File: config.mk
export PLATFORM = sky130hd
export DESIGN_NAME = ldr_nbf_queue
export DESIGN_NICKNAME = d
export VERILOG_FILES = /design/src/hdl/ldr_nbf_pkg.sv /design/src/hdl/ldr_nbf_queue.sv
export SDC_FILE = /design/constraint.sdc
export NUM_CORES = 1
export LEC_CHECK = 0
export ABC_AREA = 1
export BUFFER_PORTS_ARGS = -buffer_cell sky130_fd_sc_hd__buf_2
export CAP_MARGIN = 0
export CORE_AREA = 2 2 39 41
export CTS_BUF_LIST = sky130_fd_sc_hd__clkbuf_4 sky130_fd_sc_hd__clkbuf_8
export DETAILED_ROUTE_END_ITERATION = 8
export DIE_AREA = 0 0 41 43
export PLACE_DENSITY = 0.43
export RECOVER_POWER = 50
export SLEW_MARGIN = 20
export SYNTH_ARGS = -nofsm -noshare
export SYNTH_HDL_FRONTEND = slang
export SYNTH_SLANG_ARGS = --single-unit
File: constraint.sdc
create_clock -name clk -period 1.7 [get_ports clk]
set_input_delay 0.085 -clock clk [delete_from_list [all_inputs] [get_ports clk]]
set_output_delay 0.085 -clock clk [all_outputs]
set_load 0.005 [all_outputs]
File: src/hdl/ldr_nbf_pkg.sv
package ldr_nbf_pkg;

    localparam int MAX_WIDTH_DEF  = 1024;
    localparam int MAX_HEIGHT_DEF = 1024;
    localparam int QUEUE_DEPTH    = 2;

    localparam int CFG_AW = 2;
    localparam int CFG_DW = 11;
    localparam int GAIN_W = 9;

    localparam logic [CFG_DW-1:0] WIDTH_RST  = 11'd1024;
    localparam logic [CFG_DW-1:0] HEIGHT_RST = 11'd768;

    localparam int FULL_SCALE = 5 * 5 * 255 * 3 * 255;
    localparam int WIN_TAPS   = 25;
    localparam int EDGE       = 2;

    localparam logic MODE_PIXEL = 1'b0;

    typedef enum logic [CFG_AW-1:0] {
        REG_GAIN   = 2'd0,
        REG_WIDTH  = 2'd1,
        REG_HEIGHT = 2'd2
    } cfg_reg_t;

endpackage

File: src/hdl/ldr_nbf_queue.sv
module ldr_nbf_queue import ldr_nbf_pkg::*; #(
    parameter int WIDTH = 1,
    parameter int DEPTH = QUEUE_DEPTH,
    localparam int PTW  = (DEPTH > 1) ? $clog2(DEPTH) : 1,
    localparam int CW   = $clog2(DEPTH + 1)
) (
    input  logic             clk,
    input  logic             rst_n,
    input  logic             push,
    input  logic [WIDTH-1:0] push_data,
    output logic             full,
    input  logic             pop,
    output logic [WIDTH-1:0] pop_data,
    output logic             nonempty
);

    logic [WIDTH-1:0] slot_reg [DEPTH];
    logic [PTW-1:0]   wr_ptr_reg;
    logic [PTW-1:0]   rd_ptr_reg;
    logic [CW-1:0]    count_reg;

    assign full     = (count_reg == CW'(DEPTH));
    assign nonempty = (count_reg != '0);
    assign pop_data = slot_reg[rd_ptr_reg];

    always_ff @(posedge clk)
    begin
        if (push)
        begin
            slot_reg[wr_ptr_reg] <= push_data;
        end
    end

    always_ff @(posedge clk or negedge rst_n)
    begin
        if (!rst_n)
        begin
            wr_ptr_reg <= '0;
            rd_ptr_reg <= '0;
            count_reg  <= '0;
        end
        else
        begin
            if (push)
            begin
                wr_ptr_reg <= (wr_ptr_reg == PTW'(DEPTH - 1)) ? '0 : wr_ptr_reg + 1'b1;
            end
            if (pop)
            begin
                rd_ptr_reg <= (rd_ptr_reg == PTW'(DEPTH - 1)) ? '0 : rd_ptr_reg + 1'b1;
            end
            if (push && !pop)
            begin
                count_reg <= count_reg + 1'b1;
            end
            else if (pop && !push)
            begin
                count_reg <= count_reg - 1'b1;
            end
        end
    end

endmodule

==> results_dict.tcl <==
set metrics [dict create \
    cts.htree.levels 1 \
    ioPinCount 8 \
    place_area_um2 335 \
    yosysSeqAreaShare_pct 57.1 \
    cts_resized 0 \
    track_usage_pct 7.57 \
    finalHoldViolCount 0 \
    ir_drop_v 0.000555 \
    cts_tree "yes" \
    drt_wl_total_um 484 \
    drive_gt1_share_pct 32.5 \
    seq_area_um2 160 \
    antenna_found_initial 0 \
    n_antenna_cell 0 \
    ant_nets 0 \
    critPathRequiredTime_ns 1.62 \
    cts_root_buf "clkbuf_4" \
    layout_common_cells "inv_1 (6), buf_2 (6), nand2_1 (5), clkbuf_4 (4), dfrtp_1 (4)" \
    coreArea_um2 1380 \
    hpwl_um 348 \
    fmax_mhz 863 \
    switching_share_pct 31.0 \
    die_w_um 41 \
    clk_pin_slew_ns 0.05 \
    power.leakage_nw 0.195 \
    grt_max_degree 5 \
    worstPathMaxFanout 2 \
    crit_path_start_kind "flip-flop" \
    io_buffers 7 \
    period_share_pct 68.1 \
    nets 47 \
    ys_ff_latch 6 \
    clockBufferDepth 2 \
    routed_via_density 3.73 \
    p_per_area_nw_per_um2 1550 \
    status "finished, final reports clean" \
    grt_overflow 0 \
    critical_path_class "flip-flop to output pin" \
    dieArea_um2 1760 \
    clockPowerShare_pct 27.9 \
    drv_cap 0 \
    setup_viol 0 \
    cp.arrival_ns 1.07 \
    synth_warnings 0 \
    rsz0062_at_grt "no" \
    dr.pass1.iters 3 \
    cp-end-kind "output pin" \
    synth_nets 34 \
    fin_cells 56 \
    clock_latency_ns 0.25 \
    num-fill-cells 147 \
    syn_area_um2 280 \
    syn_inst 28 \
    drc_errors 0 \
    place_ws_ns 0.785 \
    grt_pass1_vias 200 \
    grt_pass1_wl_um 779 \
    fin_worst_skew_ns 0.00491 \
    syn2layout_area_growth_pct 33.5 \
    combinationalPowerShare_pct 28.3 \
    dieHeight_um 43 \
    initial_core_util_pct 20.3 \
    place.gp.congestion 0.603 \
    finalSetupTns_ns 0 \
    worst_pin_slew_ns 0.247 \
    fin_area_um2 374 \
    via_count 209 \
    p_int_w 0.000400 \
    p_switching_w 0.000180 \
    drt_iter0_drc 5 \
    multiInputGateArea_um2 93.8 \
    p_seq_share_pct 43.9 \
    maxSlewHeadroom_pct 83.5 \
    syn_avg_cell_area_um2 10.0 \
    hold_class "input port to flip-flop" \
    fin_crit_ns 1.16 \
    worst_slack_ns 0.542 \
    num_rows 14 \
    dp.cells 51 \
    cts_sinks 6 \
    ys_types 13 \
    wl_per_cell_um 8.64 \
    slew_viol_final 0 \
    numCtsBuffers 3 \
]
## per-layer routing
layer | share of wire (%) | GRT usage [%] | vias up
li1 | - | - | 107
met1 | 44 | 8.82 | 86
met2 | 34 | 7.19 | 11
met3 | 18 | 8.38 | 5
met4 | 3.9 | 6.00 | 0
met5 | 0 | 0 | -
## synthesized netlist by cell type
master	number	share of area, %
inv_2	1	1.3
edfxtp_1	2	21
xor2_1	2	6.3
mux2_2	1	4.0
nand4_1	1	2.2
inv_1	6	8.0
nand2_2	1	2.2
ha_1	1	4.5
xnor2_1	1	3.1
nand3_1	1	1.8
dfrtp_1	4	36
nand2_1	5	6.7
nor2_1	2	2.7
## timing repair
item | in CTS | in global routing
buffers inserted | 0 | 0
endpoints found under the hold margin | 4 | 0
hold buffers | 1 | 0
## path summary, 6_finish.rpt
path	from	end	slack, ns	cells after the start
worst max-delay path	rd_ptr_reg	pop_data	0.54	2
worst min-delay path	push_data	slot_reg[0]	0.03	1
worst max register to register	wr_ptr_reg	slot_reg[0]	0.89	1
worst min register to register	count_reg[1]	count_reg[1]	0.47	2
max in group asynchronous	rst_n	count_reg[1]	1.28	2
min in group asynchronous	rst_n	rd_ptr_reg	0.21	2
## power groups by stage
stage	logic (W)	registers, W	clock network [W]
finish	0.000164	0.000254	0.000162
global route	0.000189	0.000261	0.000179
CTS	0.000167	0.000254	0.000169
detailed placement	0.000162	0.000257	0
global placement	0.000159	0.000260	0
floorplan	0.000112	0.000248	0
## stage by stage
step / util (%) / hold WS [ns] / total power [W]
4_1_cts: 27.1 / 0.0224 / 0.000590
6_report: 27.0 / 0.0274 / 0.000580
3_3_place_gp: 24.2 / -0.100 / 0.000419
5_1_grt: 27.0 / 0.0156 / 0.000629
3_5_place_dp: 24.2 / -0.0970 / 0.000419
2_1_floorplan: - / -0.211 / 0.000360
## worst max-delay path: stages, from the launching register on
cell	delay, ns
dfrtp_1	0.37
mux2_2	0.33
buf_2	0.12
## cells by family (layout without fill, tap and decap cells)
logic type,after synthesis,count (layout),share of synthesized area [%]
xor gates and xnor gates,3,3,9.38
and+or+nand+nor,10,10,15.6
DFF,6,6,57.1
buffers and inverters,7,19,9.37
muxes,1,1,4.02
adders and majority gates,1,1,4.46
## layout make-up
type	count	area share [%]
tap	16	5.35
multi-input combinational	15	25.1
timing repair buffer	8	11.7
sequential	6	42.8
clock buffer	4	8.03
inverter	7	7.02
No activity file was read; power rests on OpenSTA's default activity.
