<file path="config.mk">
export PLATFORM = sky130hd
export DESIGN_NAME = ldr_nbf_front_flat
export DESIGN_NICKNAME = d
export VERILOG_FILES = /design/src/hdl/ldr_nbf_pkg.sv /design/src/hdl/ldr_in_if.sv /design/src/hdl/ldr_nbf_front.sv /design/src/flat_wrapper.sv
export SDC_FILE = /design/constraint.sdc
export NUM_CORES = 1
export LEC_CHECK = 0
export BUFFER_PORTS_ARGS = -buffer_cell sky130_fd_sc_hd__buf_2
export CORE_ASPECT_RATIO = 0.8
export CORE_MARGIN = 1.5
export CORE_UTILIZATION = 45
export CTS_CLUSTER_SIZE = 16
export DETAILED_ROUTE_END_ITERATION = 7
export GPL_TIMING_DRIVEN = 0
export PLACE_DENSITY = 0.62
export SETUP_SLACK_MARGIN = 0.15
export SLEW_MARGIN = 15
export SYNTH_ARGS = -nofsm -noshare
export SYNTH_HDL_FRONTEND = slang
export SYNTH_SLANG_ARGS = --single-unit
</file>
<file path="constraint.sdc">
create_clock -name clk -period 26.9 [get_ports clk]
set_clock_uncertainty 0.2 [all_clocks]
set_input_delay 5.38 -clock clk [delete_from_list [all_inputs] [get_ports clk]]
set_output_delay 5.38 -clock clk [all_outputs]
set_load 0.02 [all_outputs]
</file>
<file path="src/hdl/ldr_nbf_pkg.sv">
package ldr_nbf_pkg;

    localparam int MAX_WIDTH_DEF  = 1024;
    localparam int MAX_HEIGHT_DEF = 1024;
    localparam int QUEUE_DEPTH    = 2;

    localparam int CFG_AW = 2;
    localparam int CFG_DW = 11;
    localparam int GAIN_W = 9;

    localparam logic [CFG_DW-1:0] WIDTH_RST  = 11'd1024;
    localparam logic [CFG_DW-1:0] HEIGHT_RST = 11'd768;

    localparam int FULL_SCALE = 5 * 5 * 255 * 3 * 255;
    localparam int WIN_TAPS   = 25;
    localparam int EDGE       = 2;

    localparam logic MODE_PIXEL = 1'b0;

    typedef enum logic [CFG_AW-1:0] {
        REG_GAIN   = 2'd0,
        REG_WIDTH  = 2'd1,
        REG_HEIGHT = 2'd2
    } cfg_reg_t;

endpackage

</file>
<file path="src/hdl/ldr_in_if.sv">
interface ldr_in_if;
    logic       valid;
    logic       ready;
    logic       mode;
    logic [7:0] blue;
    logic [7:0] green;
    logic [7:0] red;
    logic [7:0] opacity;

    modport source (output valid, mode, blue, green, red, opacity, input ready);
    modport sink (input valid, mode, blue, green, red, opacity, output ready);
endinterface

</file>
<file path="src/hdl/ldr_nbf_front.sv">
module ldr_nbf_front import ldr_nbf_pkg::*; #(
    parameter int MAX_WIDTH  = MAX_WIDTH_DEF,
    parameter int MAX_HEIGHT = MAX_HEIGHT_DEF,
    localparam int AW = $clog2(4 * MAX_WIDTH + 8),
    localparam int WW = $clog2(MAX_WIDTH + 1),
    localparam int EW = 3 * AW + WW + 36
) (
    input  logic              clk,
    input  logic              rst_n,
    ldr_in_if.sink            pix_in,
    input  logic [CFG_DW-1:0] width_cfg,
    input  logic [CFG_DW-1:0] height_cfg,
    input  logic              q_full,
    output logic              q_push,
    output logic [EW-1:0]     q_data
);

    localparam int RING = 4 * MAX_WIDTH + 8;
    localparam int HW   = $clog2(MAX_HEIGHT + 1);
    localparam int PW   = $clog2(2 * MAX_WIDTH + 3);

    typedef struct packed {
        logic          wr;
        logic [AW-1:0] waddr;
        logic [31:0]   pixel;
        logic          emit;
        logic [AW-1:0] caddr;
        logic [AW-1:0] taddr;
        logic          interior;
        logic          last;
        logic [WW-1:0] fw;
    } entry_t;

    logic [WW-1:0] frame_w_reg;
    logic [HW-1:0] frame_h_reg;
    logic [HW-1:0] in_row_reg;
    logic [WW-1:0] in_col_reg;
    logic [HW-1:0] out_row_reg;
    logic [WW-1:0] out_col_reg;
    logic [PW-1:0] pend_reg;
    logic [AW-1:0] wptr_reg;
    logic [AW-1:0] optr_reg;

    logic          accept;
    logic          is_pix;
    logic          start;
    logic [WW-1:0] clamp_w;
    logic [HW-1:0] clamp_h;
    logic [WW-1:0] eff_w;
    logic [HW-1:0] eff_h;
    logic          in_done;
    logic [PW-1:0] thr;
    logic          wr;
    logic          emit;
    logic          last;
    logic          interior;
    logic [AW:0]   tl_sum;
    logic [AW-1:0] tl_addr;
    entry_t        ent;

    assign pix_in.ready = !q_full;
    assign accept       = pix_in.valid && pix_in.ready;
    assign is_pix       = (pix_in.mode == MODE_PIXEL);
    assign start        = is_pix && (in_row_reg == '0) && (in_col_reg == '0)
                          && (out_row_reg == '0) && (out_col_reg == '0);

    always_comb
    begin
        if (width_cfg == '0)
        begin
            clamp_w = WW'(1);
        end
        else if (32'(width_cfg) > 32'(MAX_WIDTH))
        begin
            clamp_w = WW'(MAX_WIDTH);
        end
        else
        begin
            clamp_w = WW'(width_cfg);
        end
        if (height_cfg == '0)
        begin
            clamp_h = HW'(1);
        end
        else if (32'(height_cfg) > 32'(MAX_HEIGHT))
        begin
            clamp_h = HW'(MAX_HEIGHT);
        end
        else
        begin
            clamp_h = HW'(height_cfg);
        end
    end

    assign eff_w   = start ? clamp_w : frame_w_reg;
    assign eff_h   = start ? clamp_h : frame_h_reg;
    assign in_done = (in_row_reg >= eff_h);
    assign thr     = PW'({eff_w, 1'b0}) + PW'(2);
    assign wr      = !in_done && is_pix;
    assign emit    = in_done ? (pend_reg != '0) : (is_pix && (pend_reg >= thr));
    assign last    = (out_row_reg == eff_h - HW'(1)) && (out_col_reg == eff_w - WW'(1));
    assign interior = (out_row_reg >= HW'(EDGE)) && (out_col_reg >= WW'(EDGE))
                      && ({1'b0, out_row_reg} + (HW+1)'(EDGE) < {1'b0, eff_h})
                      && ({1'b0, out_col_reg} + (WW+1)'(EDGE) < {1'b0, eff_w});

    assign tl_sum  = {1'b0, optr_reg} + (AW+1)'(RING) - (AW+1)'(thr);
    assign tl_addr = (tl_sum >= (AW+1)'(RING)) ? AW'(tl_sum - (AW+1)'(RING)) : AW'(tl_sum);

    always_comb
    begin
        ent.wr       = wr;
        ent.waddr    = wptr_reg;
        ent.pixel    = {pix_in.opacity, pix_in.red, pix_in.green, pix_in.blue};
        ent.emit     = emit;
        ent.caddr    = optr_reg;
        ent.taddr    = tl_addr;
        ent.interior = interior;
        ent.last     = last;
        ent.fw       = eff_w;
    end

    assign q_data = ent;
    assign q_push = accept && (wr || emit);

    always_ff @(posedge clk or negedge rst_n)
    begin
        if (!rst_n)
        begin
            frame_w_reg <= WW'(1);
            frame_h_reg <= HW'(1);
            in_row_reg  <= '0;
            in_col_reg  <= '0;
            out_row_reg <= '0;
            out_col_reg <= '0;
            pend_reg    <= '0;
            wptr_reg    <= '0;
            optr_reg    <= '0;
        end
        else if (accept)
        begin
            if (start)
            begin
                frame_w_reg <= clamp_w;
                frame_h_reg <= clamp_h;
            end
            if (emit && last)
            begin
                in_row_reg  <= '0;
                in_col_reg  <= '0;
                out_row_reg <= '0;
                out_col_reg <= '0;
                pend_reg    <= '0;
                wptr_reg    <= '0;
                optr_reg    <= '0;
            end
            else
            begin
                if (wr)
                begin
                    wptr_reg <= (wptr_reg == AW'(RING - 1)) ? '0 : wptr_reg + 1'b1;
                    if (in_col_reg == eff_w - WW'(1))
                    begin
                        in_col_reg <= '0;
                        in_row_reg <= in_row_reg + 1'b1;
                    end
                    else
                    begin
                        in_col_reg <= in_col_reg + 1'b1;
                    end
                end
                if (emit)
                begin
                    optr_reg <= (optr_reg == AW'(RING - 1)) ? '0 : optr_reg + 1'b1;
                    if (out_col_reg == eff_w - WW'(1))
                    begin
                        out_col_reg <= '0;
                        out_row_reg <= out_row_reg + 1'b1;
                    end
                    else
                    begin
                        out_col_reg <= out_col_reg + 1'b1;
                    end
                end
                if (wr && !emit)
                begin
                    pend_reg <= pend_reg + 1'b1;
                end
                else if (emit && !wr)
                begin
                    pend_reg <= pend_reg - 1'b1;
                end
            end
        end
    end

endmodule

</file>
<file path="src/flat_wrapper.sv">
// flat-port wrapper written by rule: the top's interface ports become plain ports
module ldr_nbf_front_flat import ldr_nbf_pkg::*;
#(
    parameter int MAX_WIDTH  = MAX_WIDTH_DEF,
    parameter int MAX_HEIGHT = MAX_HEIGHT_DEF,
    localparam int AW = $clog2(4 * MAX_WIDTH + 8),
    localparam int WW = $clog2(MAX_WIDTH + 1),
    localparam int EW = 3 * AW + WW + 36
)
  (clk, rst_n, width_cfg, height_cfg, q_full, q_push, q_data, pix_in_valid, pix_in_mode, pix_in_blue, pix_in_green, pix_in_red, pix_in_opacity, pix_in_ready);
  ldr_in_if pix_in_i ();
  input  logic clk;
  input  logic rst_n;
  input  logic [CFG_DW-1:0] width_cfg;
  input  logic [CFG_DW-1:0] height_cfg;
  input  logic q_full;
  output logic q_push;
  output logic [EW-1:0] q_data;
  input wire logic [$bits(pix_in_i.valid)-1:0] pix_in_valid;
  input wire logic [$bits(pix_in_i.mode)-1:0] pix_in_mode;
  input wire logic [$bits(pix_in_i.blue)-1:0] pix_in_blue;
  input wire logic [$bits(pix_in_i.green)-1:0] pix_in_green;
  input wire logic [$bits(pix_in_i.red)-1:0] pix_in_red;
  input wire logic [$bits(pix_in_i.opacity)-1:0] pix_in_opacity;
  output wire logic [$bits(pix_in_i.ready)-1:0] pix_in_ready;
  assign pix_in_i.valid = pix_in_valid;
  assign pix_in_i.mode = pix_in_mode;
  assign pix_in_i.blue = pix_in_blue;
  assign pix_in_i.green = pix_in_green;
  assign pix_in_i.red = pix_in_red;
  assign pix_in_i.opacity = pix_in_opacity;
  assign pix_in_ready = pix_in_i.ready;
  ldr_nbf_front #(.MAX_WIDTH(MAX_WIDTH), .MAX_HEIGHT(MAX_HEIGHT)) u_core (.clk(clk), .rst_n(rst_n), .pix_in(pix_in_i), .width_cfg(width_cfg), .height_cfg(height_cfg), .q_full(q_full), .q_push(q_push), .q_data(q_data));
endmodule
</file>
==> results of run 1 <==
-- worst min path at each step --
stage / slack, ps / cells after the start / endpoint / from
after global routing: 330 / 2 / u_core.frame_h_reg[1]$_DFFE_PN0P_ / u_core.frame_h_reg[1]$_DFFE_PN0P_
after global placement: 260 / 2 / u_core.frame_h_reg[1]$_DFFE_PN0P_ / u_core.frame_h_reg[1]$_DFFE_PN0P_
final: 290 / 2 / u_core.frame_h_reg[1]$_DFFE_PN0P_ / u_core.frame_h_reg[1]$_DFFE_PN0P_
after floorplan: 250 / 2 / u_core.frame_h_reg[1]$_DFFE_PN0P_ / u_core.frame_h_reg[1]$_DFFE_PN0P_
after CTS: 290 / 2 / u_core.frame_h_reg[1]$_DFFE_PN0P_ / u_core.frame_h_reg[1]$_DFFE_PN0P_
after detailed placement: 280 / 2 / u_core.frame_w_reg[10]$_DFFE_PN0P_ / u_core.frame_w_reg[10]$_DFFE_PN0P_
-- logic make-up (layout without fill, tap and decap cells) --
kind of cell / after synthesis / after routing / synth area share, %
fa+ha+maj: 89 / 89 / 10.9
xor+xnor: 115 / 115 / 10.3
mux: 27 / 27 / 2.70
compound gates: 281 / 281 / 17.4
buf+inv: 157 / 288 / 7.45
simple gates: 487 / 487 / 26.1
flops: 104 / 104 / 25.2
-- layout make-up --
type                    instances  area [sq um]  area share (%)
multi-input cells             999          6970            59.9
flip-flops and latches        104          2610            22.4
repair buffers                115           604            5.19
plain buffers                  88           512            4.40
well taps                     306           383            3.29
inverters                      69           259            2.23
clock buffers                  10           229            1.97
clock inverters                 6          73.8           0.635
-- metal layers --
metal	vias up	track usage [%]
li1	4746	-
met1	4535	40.4
met2	395	36.1
met3	21	4.82
met4	0	4.89
met5	-	0
-- worst max-delay path: stages --
cell,delay (ps)
buf_2,120
nor4_1,360
nand4_1,320
buf_2,300
nor3_2,330
buf_4,280
nand2_1,80
nand2_1,270
ha_1,310
nand3_1,100
mux2i_1,640
nor3b_1,430
nand3_1,140
xnor2_1,560
ha_1,360
ha_1,270
buf_1,250
nor2_1,90
a311oi_1,250
nand3_1,140
or3_1,420
a211o_1,300
clkbuf_1,220
nand2_1,140
xor2_1,140
buf_2,180
-- through the flow --
step	setup WS [ps]	cell area [sq um]	util (%)	total power [mW]	instances
finish	8950	11600	51.7	0.320	1697
global route	8250	11600	51.7	0.330	1697
CTS	9000	11600	51.7	0.321	1697
detailed placement	9020	11300	50.4	0.182	1681
global placement	8970	11300	50.2	0.182	1680
floorplan	10620	10300	-	0.171	1260
-- power by group --
part           leakage, nW  internal [mW]  switching, mW
Combinational         3.90        0.00842         0.0143
Sequential            1.41          0.156              0
Clock                0.142         0.0737         0.0669
Total                 5.45          0.238         0.0812
-- layout by cell type (no fill, tap or decap), types with 6 or more instances in the layout --
cell type / n
or3_1: 14
mux2i_1: 22
or4_1: 6
ha_1: 86
a31oi_1: 7
nor3_1: 32
xor2_1: 45
clkbuf_16: 9
inv_1: 67
and4_1: 6
a21o_1: 22
and2_1: 7
and3_1: 39
nor3b_1: 8
dfrtp_1: 102
clkbuf_1: 29
o211ai_1: 10
a21oi_1: 37
a211oi_1: 11
nand3_1: 59
a22o_1: 12
o31ai_1: 14
o21a_1: 7
o2111ai_1: 8
xnor2_1: 65
nor2b_1: 27
o21ai_0: 112
nor4_1: 21
nand2_1: 111
nand2b_1: 15
nand4_1: 15
nor2_1: 84
buf_2: 129
buf_4: 39
==> key figures, run 1 <==
Status
  • Outcome: completed

Die
  • Die height: 139 um
  • Initial Utilization: 46.0%
  • Die area: 23900 sq um
  • Die X: 173 um
  • FP Rows: 49
  • Core box area: 22500 sq um
  • Io pins: 147

Yosys
  • #FFs+latches synth: 104
  • Async set-or-reset flop fraction in the synthesized netlist: 100%
  • Synth Net Count: 1407
  • Syn_area_per_cell: 8.21 sq um
  • Post-synth top cells: o21ai_0, nand2_1, dfrtp_1
  • Synth top area share: 24.7%
  • Leading area contributor after synthesis: dfrtp_1
  • Main flop type after synthesis: dfrtp_1
  • EDFF count, synth: 0
  • Synth Cell Area: 10300 sq um
  • Synth cell types: 82
  • Yosys synthesis warning count: 0
  • Register area share after synthesis: 25.2%
  • Cells after Synth: 1260
  • Synth top area cells: dfrtp_1, ha_1, xnor2_1
  • Most numerous cell in the Yosys netlist: o21ai_0

Power
  • PwrDens: 27.5 nW/um^2
  • LEAKAGE: 5.45 nW
  • VDD IR max: 0.0241 mV

Route
  • Pre-Repair DR Iteration Count: 5
  • Vias per cell: 5.71
  • Number of routed nets with antenna violations: 0
  • Detailed Route WL: 30800 um
  • Metal3 WL: 2690 um
  • Top layer in use: met4
  • Drt drc: 0
  • Met1 wire length: 15300 um
  • Vias: 9697
  • Initial DRC Count: 848
  • WL met2: 12500 um
  • DR WL/cell: 18.1 um

Worst hold path
  • Hold crit path type: flip-flop to flip-flop

Timing
  • Max Fclk: 55.7 MHz
  • RSZ-0062 raised after global routing: no
  • Setup TNS: 0 ps
  • Hold WS: 295 ps
  • Setup violations, final: 0
  • Hold Fails Final Rpt: 0
  • Crit path time final: 17950 ps
  • Slew margin rel.: 37.0%
  • Least-Margin Pin Slew: 919 ps
  • Final Cycle Share: 66.7%
  • Pins Over Slew Limit: 0

Clock tree
  • Clk buf depth: 2
  • PostCTS Resize Cnt: 0
  • TritonCTS Buffers: 9
  • TritonCTS clock tree: done
  • Cts hold-fix bufs: 0
  • Post-CTS Setup Bufs: 0
  • # clock sinks: 104
  • Clk root buf: clkbuf_16
  • Latest clock arrival within the worst-skew pair: 370 ps
  • Clk slew on worst S/H paths: 70 ps
  • H-tree depth: 3

Global routing
  • Largest net degree at the start of global routing: 71
  • First-pass GRT wire length: 48900 um
  • GR Overflow Total: 0
  • Gr usage total: 25.7%
  • Initial antenna violation count: 1
  • Vias in the first global route: 8653

Place
  • IO Port Bufs: 114
  • DP Wirelength: 24200 um
  • RD Place Congestion: 0.945

Final layout
  • Final #Nets: 1533
  • Ant. Diodes: 0
  • Fillers: 2182
  • Syn-to-layout area delta: 12.5%
  • Share of layout cells above drive strength 1: 16.3%

Critical path
  • R2R setup slack: 16410 ps
  • FF-to-FF Start: u_core.out_col_reg[0]$_DFFE_PN0P_
  • Critical Path Fanout Max: 10
  • CP Launch Type: primary input
  • R2R depth: 37
  • Crit path to: q_data[23]
  • Path type of the worst setup path: primary input to output pin
  • Req. time, crit path: 21320 ps
  • Worst Setup SP: pix_in_mode
  • RR Endpoint: u_core.pend_reg[11]$_DFFE_PN0P_
  • CP endpoint kind: output pin
  • Critical path arrival: 12370 ps

Job
  • Max Cap Viol: 0
No activity file was read; power rests on OpenSTA's default activity.
==> run 2: changes to the inputs <==
--- a/config.mk
+++ b/config.mk
@@ -5,6 +5,7 @@
 export SDC_FILE = /design/constraint.sdc
 export NUM_CORES = 1
 export LEC_CHECK = 0
+export ABC_AREA = 1
 export BUFFER_PORTS_ARGS = -buffer_cell sky130_fd_sc_hd__buf_2
 export CORE_ASPECT_RATIO = 0.8
 export CORE_MARGIN = 1.5
@@ -12,7 +13,7 @@
 export CTS_CLUSTER_SIZE = 16
 export DETAILED_ROUTE_END_ITERATION = 7
 export GPL_TIMING_DRIVEN = 0
-export PLACE_DENSITY = 0.62
+export PLACE_DENSITY = 0.64
 export SETUP_SLACK_MARGIN = 0.15
 export SLEW_MARGIN = 15
 export SYNTH_ARGS = -nofsm -noshare
==> constraint.sdc (replaced) <==
create_clock -name clk -period 15 [get_ports clk]
set_clock_uncertainty 0.2 [all_clocks]
set_input_delay 3 -clock clk [delete_from_list [all_inputs] [get_ports clk]]
set_output_delay 3 -clock clk [all_outputs]
set_load 0.02 [all_outputs]
==> key figures, run 2 <==
Yosys
  • Compound-Gate Fraction of Synth Area: 10.2% (-7.2 points)
  • Synth Cell Area: 10800 sq um (+4.2%)
  • Syn_area_per_cell: 6.65 sq um (-19%)
  • Cells after Synth: 1621 (+29%)
  • Register area share after synthesis: 24.2% (-1.0 points)
  • Post-synth top cells: nand2_1, inv_1, nand3_1
  • Leading area contributor after synthesis: dfrtp_1
  • Async set-or-reset flop fraction in the synthesized netlist: 100% (unchanged)
  • Multiplexer area fraction after synthesis: 0.0929% (-2.6 points)
  • Synth Net Count: 1768 (+26%)
  • Main flop type after synthesis: dfrtp_1
  • Synth cell types: 51 (-38%)
  • EDFF count, synth: 0 (unchanged)
  • Combinational family with the most area after synthesis: simple AND/OR/NAND/NOR gates
  • Most numerous cell in the Yosys netlist: nand2_1
  • Simple-Gate Fraction of Synth Area: 36.1% (+10 points)
  • Synth top area cells: dfrtp_1, nand2_1, ha_1
  • Yosys synthesis warning count: 0 (unchanged)
  • #FFs+latches synth: 104 (unchanged)
  • Xor and xnor area share after synthesis: 7.56% (-2.8 points)
  • Synth top area share: 23.7% (-0.99 points)
  • Post-synthesis adder-cell area fraction: 10.4% (-0.53 points)

Critical path
  • Req. time, crit path: 11800 ps (-9520 ps)
  • Path type of the worst setup path: primary input to output pin
  • CP Buf/Inv Count: 5 (-1)
  • Slowest cell on the critical path: ha_1
  • CP endpoint kind: output pin
  • Crit-path most repeated cell: nand2_1
  • R2R depth: 43 (+16%)
  • R2R setup slack: 7100 ps (-9310 ps)
  • RR Endpoint: u_core.pend_reg[10]$_DFFE_PN0P_
  • CP Launch Type: primary input
  • Critical path arrival: 8260 ps (-4110 ps)
  • Critical Path Fanout Max: 10 (unchanged)
  • Cell family with most CP delay: simple AND/OR/NAND/NOR gates
  • Max incr delay on CP: 360 ps (-280 ps)
  • FF-to-FF Start: u_core.out_row_reg[0]$_DFFE_PN0P_

Timing
  • Hold Fails Final Rpt: 0 (unchanged)
  • Max Fclk: 87.3 MHz
  • Slew margin rel.: 53.8% (+17 points)
  • Pins Over Slew Limit: 0 (unchanged)
  • RSZ-0062 raised after global routing: no
  • Setup TNS: 0 ps (unchanged)
  • Least-Margin Pin Slew: 683 ps (-236 ps)
  • Setup violations, final: 0 (unchanged)
  • Crit path time final: 11460 ps
  • Final Cycle Share: 76.4%

Route
  • Met1 wire length: 16100 um (+5.4%)
  • Top layer in use: met4
  • Initial DRC Count: 1011 (+19%)
  • Vias per cell: 5.26 (-7.9%)
  • Drt drc: 0 (unchanged)
  • DR WL/cell: 15.3 um (-16%)
  • Metal3 WL: 1920 um (-29%)
  • Pre-Repair DR Iteration Count: 7 (+2)
  • Number of routed nets with antenna violations: 0 (unchanged)
  • Detailed Route WL: 31600 um (+2.5%)
  • Vias: 10900 (+12%)
  • WL met2: 13100 um (+5.2%)

Die
  • Io pins: 147 (unchanged)
  • Core box area: 23500 sq um (+4.3%)
  • Die area: 24900 sq um (+4.1%)
  • Initial Utilization: 45.9% (about the same)
  • FP Rows: 50 (+2.0%)
  • Die X: 176 um (+2.0%)
  • Die height: 141 um (+2.0%)

Power
  • LEAKAGE: 6.25 nW (+15%)
  • Net Switching: 1.76 mW (+2100%)
  • Internal power: 1.35 mW (+470%)
  • Net Sw Frac: 56.7% (+31 points)
  • Comb pwr share: 77.4% (+70 points)
  • Part of the power in registers: 14.3% (-35 points)
  • VDD IR max: 0.172 mV (+610%)
  • Clk pwr share: 8.3% (-36 points)
  • PwrDens: 258 nW/um^2 (+840%)

Final layout
  • Commonest non-fill, non-tap cell in the layout: nand2_1
  • Ant. Diodes: 0 (unchanged)
  • Register area: 2610 sq um (unchanged)
  • Area occupied by multi-input gates: 6930 sq um (-0.48%)
  • Fillers: 2451 (+12%)
  • Final #Nets: 1894 (+24%)
  • Share of layout cells above drive strength 1: 16.0% (-0.28 points)
  • Commonest non-fill, non-tap cells in the layout: nand2_1, inv_1, nand3_1
  • Finished Core Util: 51.5% (-0.19 points)
  • Syn-to-layout area delta: 12.1%

Worst hold path
  • Hold crit path type: flip-flop to flip-flop
  • HP Start: u_core.frame_w_reg[7]$_DFFE_PN0P_
  • Worst Hold Depth: 2 (unchanged)
  • Hold EP: u_core.frame_w_reg[7]$_DFFE_PN0P_

Clock tree
  • PostCTS Resize Cnt: 0 (unchanged)
  • Clk root buf: clkbuf_16
  • Clk buf depth: 2 (unchanged)
  • H-tree depth: 3 (unchanged)
  • Cts hold-fix bufs: 0 (unchanged)
  • Post-CTS Setup Bufs: 0 (unchanged)
  • TritonCTS clock tree: done
  • # clock sinks: 104 (unchanged)
  • Latest clock arrival within the worst-skew pair: 370 ps (about the same)
  • TritonCTS Buffers: 9 (unchanged)
  • Clk slew on worst S/H paths: 70 ps (about the same)

Place
  • DP Wirelength: 25200 um (+3.8%)
  • IO Port Bufs: 114 (unchanged)
  • RD Place Congestion: 0.939 (-0.68%)

Global routing
  • Largest net degree at the start of global routing: 80 (+13%)
  • Initial antenna violation count: 0 (-1)
  • Gr usage total: 25.7% (about the same)
  • GR Overflow Total: 0 (unchanged)
  • First-pass GRT wire length: 50900 um (+4.1%)
  • Vias in the first global route: 9704 (+12%)

Status
  • Outcome: completed

Job
  • Max Cap Viol: 0 (unchanged)
-- run 2: cell types whose count changed after synthesis, moves of 21 or more --
cell     delta
and3_1     -38
o21ai_1    +37
nor2b_1    -27
inv_1     +105
xor2_1     +32
nand2_1   +328
o21ai_0    -49
nor2_1     +56
xnor2_1    -49
mux2i_1    -21
nand3_1    +88
-- run 2: how the worst max path moves through the flow --
| stage | slack [ps] | from | cells after the start | to |
|---|---|---|---|---|
| floorplan | 4550 | pix_in_mode | 32 | q_data[23] |
| global placement | 3650 | pix_in_mode | 34 | q_data[24] |
| detailed placement | 3610 | pix_in_mode | 34 | q_data[24] |
| CTS | 3570 | pix_in_mode | 34 | q_data[24] |
| global route | 2870 | pix_in_mode | 34 | q_data[24] |
| finish | 3540 | pix_in_mode | 34 | q_data[24] |
-- run 2: cells by family after synthesis --
group / Yosys count
AO/OA/AOI/OAI: 193
AND/OR/NAND/NOR: 875
buffers and inverters: 267
multiplexers: 1
XOR/XNOR: 93
adder cells (fa/ha/maj): 88
flip-flops: 104
-- run 2: through the flow --
stage,power (mW),hold slack (ps),instances,instance area [sq um],worst slack (ps)
final,3.11,283,2064,12100,3540
after global routing,3.45,307,2064,12100,2870
after CTS,3.10,285,2064,12100,3570
after detailed placement,2.83,268,2048,11800,3610
after global placement,2.78,263,2047,11700,3650
after floorplan,2.22,246,1621,10800,4550
-- run 2: power by group through the flow --
stage               logic, mW  registers [mW]  clock network [mW]
floorplan                1.79           0.433                   0
global placement         2.34           0.446                   0
detailed placement       2.38           0.447                   0
CTS                      2.39           0.442               0.264
global route             2.72           0.455               0.277
finish                   2.41           0.446               0.258
-- run 2: cell type report --
class | count | area share (%)
buffer | 83 | 4.50
multi-input combinational | 1250 | 57.4
tap | 312 | 3.23
inverter | 184 | 5.74
clock buffer | 12 | 1.96
clock inverter | 4 | 0.642
sequential | 104 | 21.6
timing repair buffer | 115 | 5.00
-- run 2: worst register-to-register path, delay by kind of cell, from the launching register on --
| family | cells | cell delay [ps] |
|---|---|---|
| and+or+nand+nor | 16 | 2310 |
| DFF | 1 | 380 |
| AOI/OAI and AO/OA | 13 | 1870 |
| adders and majority gates | 4 | 1190 |
| buffers and inverters | 10 | 1870 |
-- run 2: per-layer routing --
layer	GRT usage, %	vias up
li1	-	5492
met1	39.2	5008
met2	38.2	336
met3	3.78	26
met4	5.35	0
met5	0	-
